==> src/sv/cmc_pkg.sv <==
`timescale 1ns / 1ps
// ----------------------------------------------------------------------------
// cmc_pkg
// Shared types and constants for the complex matched correlator.
// ----------------------------------------------------------------------------
package cmc_pkg;

  localparam int TAP_COUNT_DEF = 64;
  localparam int SAMPLE_W      = 16;
  localparam int TAP_IDX_W     = 6;
  localparam int TAP_IDX_DEPTH = 2 ** TAP_IDX_W;
  localparam int GAIN_W        = 24;
  localparam int FRAC_SHIFT    = 16;
  localparam int COMP_W        = 31;
  localparam int MAG_W         = COMP_W + FRAC_SHIFT;
  localparam int SQ_W          = 2 * COMP_W;
  localparam int SCORE_W       = SQ_W + 1;

  localparam logic [GAIN_W-1:0] GAIN_RESET = GAIN_W'(65536);

  localparam logic FUNC_TAP    = 1'b0;
  localparam logic FUNC_SAMPLE = 1'b1;

  typedef struct packed {
    logic signed [SAMPLE_W-1:0] re;
    logic signed [SAMPLE_W-1:0] im;
  } cplx_t;

  typedef struct packed {
    logic shift;
    logic rotate;
    logic tap_wr;
  } cell_ctl_t;

endpackage

==> src/sv/cmc_comp.sv <==
`timescale 1ns / 1ps
// ----------------------------------------------------------------------------
// cmc_comp
// Scales one accumulator component, rounds, saturates and squares it.
// Four register stages.
// ----------------------------------------------------------------------------
module cmc_comp #(
  parameter int ACC_W = 40
) (
  input  logic                             clk,
  input  logic signed [ACC_W-1:0]          acc,
  input  logic [cmc_pkg::GAIN_W-1:0]       gain,
  output logic [cmc_pkg::SQ_W-1:0]         sq
);

  localparam int MAG_W  = cmc_pkg::MAG_W;
  localparam int LO_W   = cmc_pkg::GAIN_W;
  localparam int HI_W   = MAG_W - LO_W;
  localparam int PLO_W  = LO_W + cmc_pkg::GAIN_W;
  localparam int PHI_W  = HI_W + cmc_pkg::GAIN_W;
  localparam int SUM_W  = PHI_W + LO_W + 1;
  localparam int Q_W    = SUM_W - cmc_pkg::FRAC_SHIFT;
  localparam int COMP_W = cmc_pkg::COMP_W;
  localparam logic [Q_W-1:0] COMP_MAX = Q_W'({COMP_W{1'b1}});
  localparam logic [SUM_W-1:0] ROUND_HALF = SUM_W'(1) << (cmc_pkg::FRAC_SHIFT - 1);

  logic [ACC_W-1:0] mag;
  logic [MAG_W-1:0] mag_trim;
  logic             big;

  always_comb begin
    mag = acc[ACC_W-1] ? ACC_W'(-acc) : ACC_W'(acc);
  end

  if (ACC_W > MAG_W) begin : g_wide
    assign big      = |mag[ACC_W-1:MAG_W];
    assign mag_trim = mag[MAG_W-1:0];
  end else begin : g_narrow
    assign big      = 1'b0;
    assign mag_trim = MAG_W'(mag);
  end

  logic [LO_W-1:0]   lo_r;
  logic [HI_W-1:0]   hi_r;
  logic              big_r;
  logic [PLO_W-1:0]  plo_r;
  logic [PHI_W-1:0]  phi_r;
  logic              sat_r;
  logic [COMP_W-1:0] q_r;
  logic [cmc_pkg::SQ_W-1:0] sq_r;
  logic [SUM_W-1:0]  sum;
  logic [Q_W-1:0]    q_full;

  always_comb begin
    sum    = SUM_W'(plo_r) + {1'b0, phi_r, {LO_W{1'b0}}} + ROUND_HALF;
    q_full = sum[SUM_W-1:cmc_pkg::FRAC_SHIFT];
  end

  always_ff @(posedge clk) begin
    lo_r  <= mag_trim[LO_W-1:0];
    hi_r  <= mag_trim[MAG_W-1:LO_W];
    big_r <= big;
    plo_r <= PLO_W'(lo_r) * PLO_W'(gain);
    phi_r <= PHI_W'(hi_r) * PHI_W'(gain);
    sat_r <= big_r && (gain != '0);
    if (sat_r || (q_full > COMP_MAX)) begin
      q_r <= COMP_MAX[COMP_W-1:0];
    end else begin
      q_r <= q_full[COMP_W-1:0];
    end
    sq_r  <= cmc_pkg::SQ_W'(q_r) * cmc_pkg::SQ_W'(q_r);
  end

  assign sq = sq_r;

endmodule

==> config.mk <==
export PLATFORM = sky130hd
export DESIGN_NAME = cmc_comp
export DESIGN_NICKNAME = d
export VERILOG_FILES = /design/src/sv/cmc_pkg.sv /design/src/sv/cmc_comp.sv
export SDC_FILE = /design/constraint.sdc
export NUM_CORES = 2
export LEC_CHECK = 0
export CAP_MARGIN = 0
export CORE_MARGIN = 5
export CORE_UTILIZATION = 40
export CTS_BUF_LIST = sky130_fd_sc_hd__clkbuf_8
export CTS_CLUSTER_DIAMETER = 40
export CTS_CLUSTER_SIZE = 10
export DETAILED_ROUTE_END_ITERATION = 6
export DONT_BUFFER_PORTS = 1
export PLACE_DENSITY = 0.61
export SYNTH_ARGS = -nofsm -noshare
export SYNTH_HDL_FRONTEND = slang
export SYNTH_SLANG_ARGS = --single-unit
==> constraint.sdc <==
create_clock -name clk -period 9.6 [get_ports clk]
set_input_delay 1.44 -clock clk [delete_from_list [all_inputs] [get_ports clk]]
set_output_delay 1.44 -clock clk [all_outputs]
set_load 0.1 [all_outputs]
==> impl_metrics.ini <==
[flow_run]
maxCapViolCount = 0

[floorplan]
start_util_pct = 40.2
die_h_um = 412
die_w_um = 412
dieArea_sq_um = 170000
row_count = 147
ios = 127
core_sq_um = 161000

[clocking]
hold_buffers = 0
htreeDepth = 2
post_cts_buffers = 0
cts_made_buffers = 45
cts_tree = built
worstSkewPairLatency_ps = 750
path_clk_slew_ps = 70
cts_max_path_buffers = 3
clockRootBuffer = clkbuf_8
numClockSinks = 205

[layout]
layout_common_cells = 1,767 x inv_1, 1,536 x fa_1, 1,025 x nand2_1
nets = 9075
final_cells = 9094
area_growth_pct = 5.27
final_common_cell = inv_1
drive_gt1_share_pct = 3.55

[worst_setup_path]
cp-end-kind = register
worst-endpoint-arrival_ps = 9770
startpoint = q_r[6]
reg2reg_from = q_r[6]
critPathLaunchType = register
cp.required_ps = 10250
crit_type = reg2reg
critPathMaxFanout = 11

[routing]
vias = 45200
wl_per_cell_um = 18.5
firstDrtPassIters = 5
routed_via_density = 4.97
route.detailed.drc = 0
ant_nets = 0
wl_um = 168000
drt_iter0_drc = 2548

[logic_synthesis]
syn_inst = 7044
synth_edf_count = 0
syn_nets = 9222
muxShareOfSynthArea_pct = 0.145
synth_ff_type = dfxtp_1
synth_xor_area_share_pct = 3.36
synth-seq-area-share_pct = 6.36
synth_area_sq_um = 64600
yosys_warnings = 0
synthAdderAreaFrac_pct = 58.8
synth_compound_area_share_pct = 4.96
synthArstFlopShare_pct = 0
synth_cell_type_count = 97
avgSynthCellArea_sq_um = 9.17
synth-simple-area-share_pct = 14.3
ys_ff_latch = 205
synth_top_family_by_area = adder cells

[worst_hold_path]
hold_path_class = reg2reg
min_from = plo_r[19]

[sta]
clock_skew_ps = 96.7
period_share_pct = 95.0
post-route-min-period_ps = 9120
worst_pin_slew_ps = 1280
hold_viol = 0
slew_headroom_pct = 14.6
fmax_mhz = 110
timing.hold.ws_ps = 536
tns_ps = 0
slew_viol_final = 0
rsz0062_at_grt = false
setup_viol = 0

[placement]
gp_congestion = 0.885
placedCellCount = 9010
hpwl_um = 136000
portBuffers = 0

[global_route]
antenna_found_initial = 12
grt_first_pass_wirelength_um = 276000
grt_max_degree = 41
first_global_vias = 50500
grt.overflow.total = 0
grt_usage_pct = 20.5

[outcome]
status = finished clean
-- worst max-delay path: stages, from the launching register on --
cell and delay, ps:
dfxtp_1 590, clkinv_1 400, nor2_1 340, fa_1 480
fa_1 500, fa_1 520, inv_1 50, fa_1 480
inv_1 50, fa_1 480, fa_1 560, fa_1 420
fa_1 450, ha_1 360, and4_1 210, nand3_1 140
nand4b_1 170, o2111ai_1 190, a221oi_2 640, o41ai_2 180
buf_4 200, a211oi_1 200, nor3_1 110, o211a_1 340
a2111o_1 460, a2111o_1 380, o211ai_1 110
-- cells by family after synthesis --
family,after synthesis
AOI/OAI and AO/OA,469
DFF,205
other,1
xor gates and xnor gates,245
buffers and inverters,2060
adders and majority gates,2113
and+or+nand+nor,1942
muxes,9
-- per-stage QoR --
step | setup WS, ps | instance area (sq um) | util (%)
floorplan | 1450 | 64600 | -
global placement | 388 | 66900 | 41.7
detailed placement | 353 | 66900 | 41.7
CTS | 359 | 68000 | 42.3
global route | 17.8 | 68000 | 42.3
finish | 482 | 68000 | 42.3
-- final timing paths --
path | to | slack [ps] | cells past startpoint
setup / recovery | sq[60] | 480 | 26
hold / removal | q_r[3] | 540 | 2
setup reg to reg | sq[60] | 480 | 26
hold reg to reg | q_r[3] | 540 | 2
-- routing by layer --
metal,track usage [%],vias to the layer above,part of all wire (%)
li1,-,20500,-
met1,27.5,23200,43
met2,34.5,1246,47
met3,3.72,260,6.9
met4,4.90,8,2.5
met5,0,-,0.027
-- synth_stat cells (all sizes together) (16+ instances only) --
cell type,n,area [sq um]
a21o,70,526
a21oi,127,643
and2,473,2960
and3,19,119
buf,18,98.9
clkbuf,275,1030
dfxtp,205,4100
fa,1536,30700
ha,577,7220
inv,1765,6630
nand2,1025,3850
nand2b,19,119
nand3,50,255
nand4,51,319
nor2,154,581
nor2b,24,150
nor3,49,277
o21a,23,173
o21ai,83,430
o21bai,20,150
o31ai,16,125
or2,17,106
or3,17,111
xnor2,176,1550
xor2,68,596
-- what timing repair did --
item | CTS | global route
resized for setup | 0 | 1
endpoints found under the hold margin | 0 | 0
endpoints found under the setup margin | 0 | 2
-- flip-flops by register name, indices dropped and copies added, names as in the netlist --
signal,cells
sq,61
phi_r,40
plo_r,33
q_r,31
lo_r,24
hi_r,16
-- area by class of cell --
type	instances	area (sq um)
clock buffers	48	661
multi-input cells	4779	52700
inverters	1767	6630
repair buffers	99	743
well taps	2160	2700
clock inverters	34	407
flip-flops and latches	205	4100
diodes	2	5.00
fillers	15800	92600
Power is not shown: default switching activity piles up to over one toggle a cycle in this logic, so the estimate is an artifact.
