[config.mk]
export PLATFORM = sky130hd
export DESIGN_NAME = cmc_cell
export DESIGN_NICKNAME = d
export VERILOG_FILES = /design/src/sv/cmc_pkg.sv /design/src/sv/cmc_cell.sv
export SDC_FILE = /design/constraint.sdc
export NUM_CORES = 1
export LEC_CHECK = 0
export BUFFER_PORTS_ARGS = -buffer_cell sky130_fd_sc_hd__buf_2
export CORE_ASPECT_RATIO = 0.75
export CORE_MARGIN = 5
export CORE_UTILIZATION = 45
export DETAILED_ROUTE_END_ITERATION = 7
export GPL_ROUTABILITY_DRIVEN = 0
export PLACE_DENSITY_LB_ADDON = 0.15
export SYNTH_ARGS = -nofsm -noshare
export SYNTH_HDL_FRONTEND = slang
export SYNTH_SLANG_ARGS = --single-unit
[constraint.sdc]
create_clock -name clk -period 2.25 [get_ports clk]
set_input_delay 0.5625 -clock clk [delete_from_list [all_inputs] [get_ports clk]]
set_output_delay 0.5625 -clock clk [all_outputs]
set_load 0.01 [all_outputs]
[src/sv/cmc_pkg.sv]
`timescale 1ns / 1ps
// ----------------------------------------------------------------------------
// cmc_pkg
// Shared types and constants for the complex matched correlator.
// ----------------------------------------------------------------------------
package cmc_pkg;

  localparam int TAP_COUNT_DEF = 64;
  localparam int SAMPLE_W      = 16;
  localparam int TAP_IDX_W     = 6;
  localparam int TAP_IDX_DEPTH = 2 ** TAP_IDX_W;
  localparam int GAIN_W        = 24;
  localparam int FRAC_SHIFT    = 16;
  localparam int COMP_W        = 31;
  localparam int MAG_W         = COMP_W + FRAC_SHIFT;
  localparam int SQ_W          = 2 * COMP_W;
  localparam int SCORE_W       = SQ_W + 1;

  localparam logic [GAIN_W-1:0] GAIN_RESET = GAIN_W'(65536);

  localparam logic FUNC_TAP    = 1'b0;
  localparam logic FUNC_SAMPLE = 1'b1;

  typedef struct packed {
    logic signed [SAMPLE_W-1:0] re;
    logic signed [SAMPLE_W-1:0] im;
  } cplx_t;

  typedef struct packed {
    logic shift;
    logic rotate;
    logic tap_wr;
  } cell_ctl_t;

endpackage

[src/sv/cmc_cell.sv]
`timescale 1ns / 1ps
// ----------------------------------------------------------------------------
// cmc_cell
// One delay-line cell: holds a sample and a tap, takes both from its neighbor.
// ----------------------------------------------------------------------------
module cmc_cell (
  input  logic               clk,
  input  cmc_pkg::cell_ctl_t ctl,
  input  cmc_pkg::cplx_t     sample_in,
  input  cmc_pkg::cplx_t     tap_in,
  input  cmc_pkg::cplx_t     tap_wdata,
  output cmc_pkg::cplx_t     sample_q,
  output cmc_pkg::cplx_t     tap_q
);

  cmc_pkg::cplx_t sample_r;
  cmc_pkg::cplx_t tap_r;

  always_ff @(posedge clk) begin
    if (ctl.shift || ctl.rotate) begin
      sample_r <= sample_in;
    end
    if (ctl.rotate) begin
      tap_r <= tap_in;
    end else if (ctl.tap_wr) begin
      tap_r <= tap_wdata;
    end
  end

  assign sample_q = sample_r;
  assign tap_q    = tap_r;

endmodule

==> summary.txt, run 1 <==
Outcome
  • Status: complete, no violations

Route
  • Vias: 1555
  • Wire per inst: 15.7 um
  • Uppermost layer routed: met4
  • Final ANT Viol Nets: 0
  • DR WL met2: 2830 um
  • Pre-Repair DR Iteration Count: 4
  • Drt drc: 0
  • Met3 WL: 674 um
  • Drt initial violations: 47
  • Drt total wl: 5620 um
  • Via density: 4.36
  • Post-Route M1 WL: 2050 um

Clock network
  • CTS Root Cell: clkbuf_8
  • Post-CTS setup buffer count: 0
  • H-tree depth: 3
  • Max Root-Sink Buffers: 2
  • CTS resizes: 0
  • CTS Hold Buffers Added: 0
  • TritonCTS clock tree: yes
  • Clock sink total: 64
  • Clock slew seen by the registers of the worst setup and hold paths: 0.07 ns
  • CTS Buf Count: 9

Die
  • Die Y: 74.2 um
  • # IOs: 164
  • Die area: 7090 sq um
  • Core area: 5320 sq um
  • Row count: 23
  • Die X: 95.6 um
  • Initial Util: 46.4%

Critical path
  • Startpoint types: input port
  • CP peak stage delay: 0.43 ns
  • Cells along the critical path: buf_2, buf_4, mux2_4
  • Worst path arrival time: 1.55 ns
  • Slowest stage cell, crit path: buf_2
  • Critical path fanouts, max: 19
  • Worst Path Required: 2.33 ns
  • Setup crit end kind: flip-flop
  • Crit path kind: input port to flip-flop

Timing
  • Final worst-path cycle share: 65.3%
  • Setup TNS: 0 ns
  • Fmax: 680 MHz
  • Min Tclk post-route: 1.47 ns
  • Worst hold slack: 0.402 ns
  • Final Setup Violations: 0
  • Final Max Slew Viols: 0
  • Final Hold Violating Endpoints: 0
  • Max_slew headroom: 64.2%
  • Unrepaired setup endpoints after global routing: false
  • Slew at the pin closest to its max-slew limit: 0.537 ns

Yosys
  • Synthesized instance count: 102
  • Register bit total from synthesis: 64
  • Syn_nets: 202
  • Register area share after synthesis: 77.8%
  • Count of cell types in the netlist: 6
  • Avg Cell Area, Syn: 24.2 sq um
  • Post-synth top area share: 77.8%
  • Largest cells by area after synthesis: edfxtp_1 78%, mux2_4 17%, buf_12 2.4%
  • Synthesized area: 2470 sq um
  • Post-synth top area cell: edfxtp_1
  • Ys Warns: 0

Final layout
  • Design area: 3570 sq um
  • Fill count: 431
  • Antenna Cells: 0
  • Most common cell after layout, fill and taps aside: buf_2
  • Commonest non-fill, non-tap cells in the layout: 163 x buf_2, 64 x edfxtp_1, 28 x mux2_4, 9 x clkbuf_8, 4 x mux2_2
  • Proportion of layout cells with a drive suffix above 1: 76.6%
  • Area delta synth->final: 44.6%
  • NumNets Final: 377

Global route
  • Total Routing Usage GR: 15.9%
  • Initial antenna violation count: 0
  • Vias in the first global route: 1591
  • First-pass GRT wire length: 7960 um
  • Largest net degree at the start of global routing: 33
  • Total global routing overflow: 0

Pwr
  • Leakage power: 1.68 nW
  • VDD IR max: 392 uV
  • PD cells: 782 nW/um^2
  • Overall power: 2.79 mW

Place
  • DP HPWL: 4350 um
  • DP Area: 3380 sq um
  • Number of port buffers: 163

Worst hold path
  • Worst min path class: input port to flip-flop
  • Worst min-delay path endpoint: sample_q[26]$_DFFE_PP_
  • HP Start: sample_in[26]
  • Hold path cells: 1

Job
  • Max cap viols: 0
==> synth_stat cells, drive strengths merged <==
| library cell | number |
|---|---|
| buf | 4 |
| edfxtp | 64 |
| mux2 | 32 |
| or2 | 2 |
==> final cells by class <==
cell class	instances	area [sq um]	area share [%]
Sequential cell	64	1920	53.8
Timing Repair Buffer	168	891	24.9
Clock inverter	6	60.1	1.68
Multi-Input combinational cell	34	478	13.4
Tap cell	75	93.8	2.63
Clock buffer	10	128	3.57
==> per-stage QoR <==
stage               setup slack (ns)  std cells  utilization [%]
detailed placement             0.417        341             63.6
CTS                            0.778        357             67.1
global route                   0.740        357             67.1
global placement               0.446        341             63.6
floorplan                      0.573        102                -
finish                         0.780        357             67.1
==> per-layer routing <==
layer	up-vias	GRT usage, %
li1	754	-
met1	708	16.7
met2	86	26.6
met3	7	8.49
met4	0	7.10
met5	-	0
==> registers in the layout (all words and copies together), names as in the netlist <==
register  count
sample_q     32
tap_q        32
==> kinds of logic (layout without fill, tap and decap cells) <==
| logic type | after synthesis | count (layout) | synth area share [%] |
|---|---|---|---|
| flops | 64 | 64 | 77.8 |
| mux | 32 | 32 | 18.8 |
| buf+inv | 4 | 184 | 2.89 |
| simple gates | 2 | 2 | 0.506 |
==> worst max path at each step <==
stage / to / cells past startpoint / from / slack (ns)
finish: tap_q[11]$_DFFE_PP_ / 3 / ctl[1] / 0.78
global route: tap_q[11]$_DFFE_PP_ / 3 / ctl[1] / 0.74
CTS: tap_q[15]$_DFFE_PP_ / 3 / ctl[1] / 0.78
detailed placement: tap_q[21]$_DFFE_PP_ / 3 / ctl[1] / 0.42
global placement: tap_q[21]$_DFFE_PP_ / 3 / ctl[1] / 0.45
floorplan: sample_q[0]$_DFFE_PP_ / 3 / ctl[1] / 0.57
==> power breakdown <==
group	switching (mW)	internal (mW)	leakage [nW]
Sequential	0.0262	1.45	0.652
Combinational	0.183	0.213	0.931
Clock	0.419	0.505	0.0937
==> worst max-delay path, delay by kind of cell <==
| kind | cells | cell delay, ns |
|---|---|---|
| buf+inv | 2 | 0.68 |
| mux | 1 | 0.30 |
No activity file was read; power rests on OpenSTA's default activity.
==> inputs of run 2 (changes only) <==
--- a/config.mk
+++ b/config.mk
@@ -8,7 +8,7 @@
 export BUFFER_PORTS_ARGS = -buffer_cell sky130_fd_sc_hd__buf_2
 export CORE_ASPECT_RATIO = 0.75
 export CORE_MARGIN = 5
-export CORE_UTILIZATION = 45
+export CORE_UTILIZATION = 41
 export DETAILED_ROUTE_END_ITERATION = 7
 export GPL_ROUTABILITY_DRIVEN = 0
 export PLACE_DENSITY_LB_ADDON = 0.15
==> constraint.sdc (replaced) <==
create_clock -name clk -period 1.4 [get_ports clk]
set_input_delay 0.35 -clock clk [delete_from_list [all_inputs] [get_ports clk]]
set_output_delay 0.35 -clock clk [all_outputs]
set_load 0.01 [all_outputs]
==> summary.txt, run 2 (synthesis results as in run 1) <==
Pwr
  • VDD IR max: 639 uV
  • Overall power: 4.67 mW
  • Leakage power: 1.69 nW
  • PD cells: 1290 nW/um^2

Clock network
  • Clock slew seen by the registers of the worst setup and hold paths: 0.07 ns
  • CTS Hold Buffers Added: 0
  • TritonCTS clock tree: yes
  • Post-CTS setup buffer count: 0
  • CTS Buf Count: 9
  • CTS resizes: 0
  • H-tree depth: 3
  • Max Root-Sink Buffers: 2
  • Clock sink total: 64
  • CTS Root Cell: clkbuf_8

Final layout
  • Area delta synth->final: 46.2%
  • Most common cell after layout, fill and taps aside: buf_2
  • Design area: 3610 sq um
  • Commonest non-fill, non-tap cells in the layout: 163 x buf_2, 64 x edfxtp_1, 28 x mux2_4, 9 x clkbuf_8
  • Final core utilization: 62.0%
  • NumNets Final: 377
  • Antenna Cells: 0
  • Proportion of layout cells with a drive suffix above 1: 76.6%

Route
  • Final ANT Viol Nets: 0
  • Met3 WL: 591 um
  • Drt drc: 0
  • Wire per inst: 15.3 um
  • DR WL met2: 2890 um
  • Post-Route M1 WL: 1980 um
  • Vias: 1545
  • Drt initial violations: 35
  • Via density: 4.29
  • Pre-Repair DR Iteration Count: 4
  • Uppermost layer routed: met4
  • Drt total wl: 5520 um

Critical path
  • Cells along the critical path: buf_2
  • Worst path arrival time: 0.86 ns
  • CP peak stage delay: 0.38 ns
  • Setup crit end kind: output pin
  • Crit path kind: flip-flop to output pin
  • Critical path fanouts, max: 1
  • Worst setup path start: tap_q[26]$_DFFE_PP_
  • Buf/Inv on CP: 1
  • Slowest stage cell, crit path: edfxtp_1
  • Crit path depth: 1
  • Startpoint types: flip-flop
  • Cell family with most CP delay: flip-flops
  • Worst Path Required: 1.05 ns

Global route
  • First-pass GRT wire length: 8780 um
  • Vias in the first global route: 1737
  • Largest net degree at the start of global routing: 33
  • Total Routing Usage GR: 15.2%
  • Total global routing overflow: 0
  • Initial antenna violation count: 0

Timing
  • Slew at the pin closest to its max-slew limit: 0.170 ns
  • Final Hold Violating Endpoints: 0
  • Final Max Slew Viols: 0
  • Final Setup Violations: 0
  • Min Tclk post-route: 1.21 ns
  • Fmax: 825 MHz
  • Worst hold slack: 0.192 ns
  • Unrepaired setup endpoints after global routing: false
  • Setup slack after layout: 0.188 ns
  • Max_slew headroom: 88.7%
  • Final worst-path cycle share: 86.6%

Die
  • Core area: 5830 sq um
  • Die area: 7700 sq um
  • Initial Util: 42.4%
  • Die Y: 77.2 um
  • Row count: 24
  • Die X: 99.6 um
  • # IOs: 164

Place
  • DP HPWL: 4320 um
  • Number of port buffers: 163
  • DP Area: 3400 sq um
  • Dpl ws: 0.0792 ns

Job
  • Max cap viols: 0

Outcome
  • Status: complete, no violations

Worst hold path
  • Hold path cells: 1
  • Worst min path class: input port to flip-flop
  • HP Start: sample_in[28]
-- run 2: area by class of cell --
class,instances,area [sq um]
Fill cell,487,2210
Sequential cell,64,1920
Tap cell,78,97.6
Timing Repair Buffer,168,903
Multi-Input combinational cell,34,478
Clock buffer,10,128
Clock inverter,6,83.8
-- run 2: routing by layer --
metal	global-route usage, %	up-vias
met1	16.3	700
met5	0	-
met2	25.7	85
li1	-	754
met3	7.62	6
met4	5.73	0
-- run 2: stage by stage --
stage | TNS (ns) | instances
3_5_place_dp | 0 | 344
3_3_place_gp | 0 | 344
6_report | 0 | 360
2_1_floorplan | -4.12 | 102
5_1_grt | 0 | 360
4_1_cts | 0 | 360
-- run 2: report_power, final --
| part | internal [mW] | leakage [nW] | switching, mW |
|---|---|---|---|
| sequential | 2.33 | 0.652 | 0.0410 |
| combinational | 0.345 | 0.935 | 0.292 |
| clock | 0.993 | 0.0999 | 0.669 |
-- run 2: path summary, 6_finish.rpt --
check / to / slack [ns]
worst max-delay path: tap_q[26] / 0.19
worst min-delay path: sample_q[28]$_DFFE_PP_ / 0.19
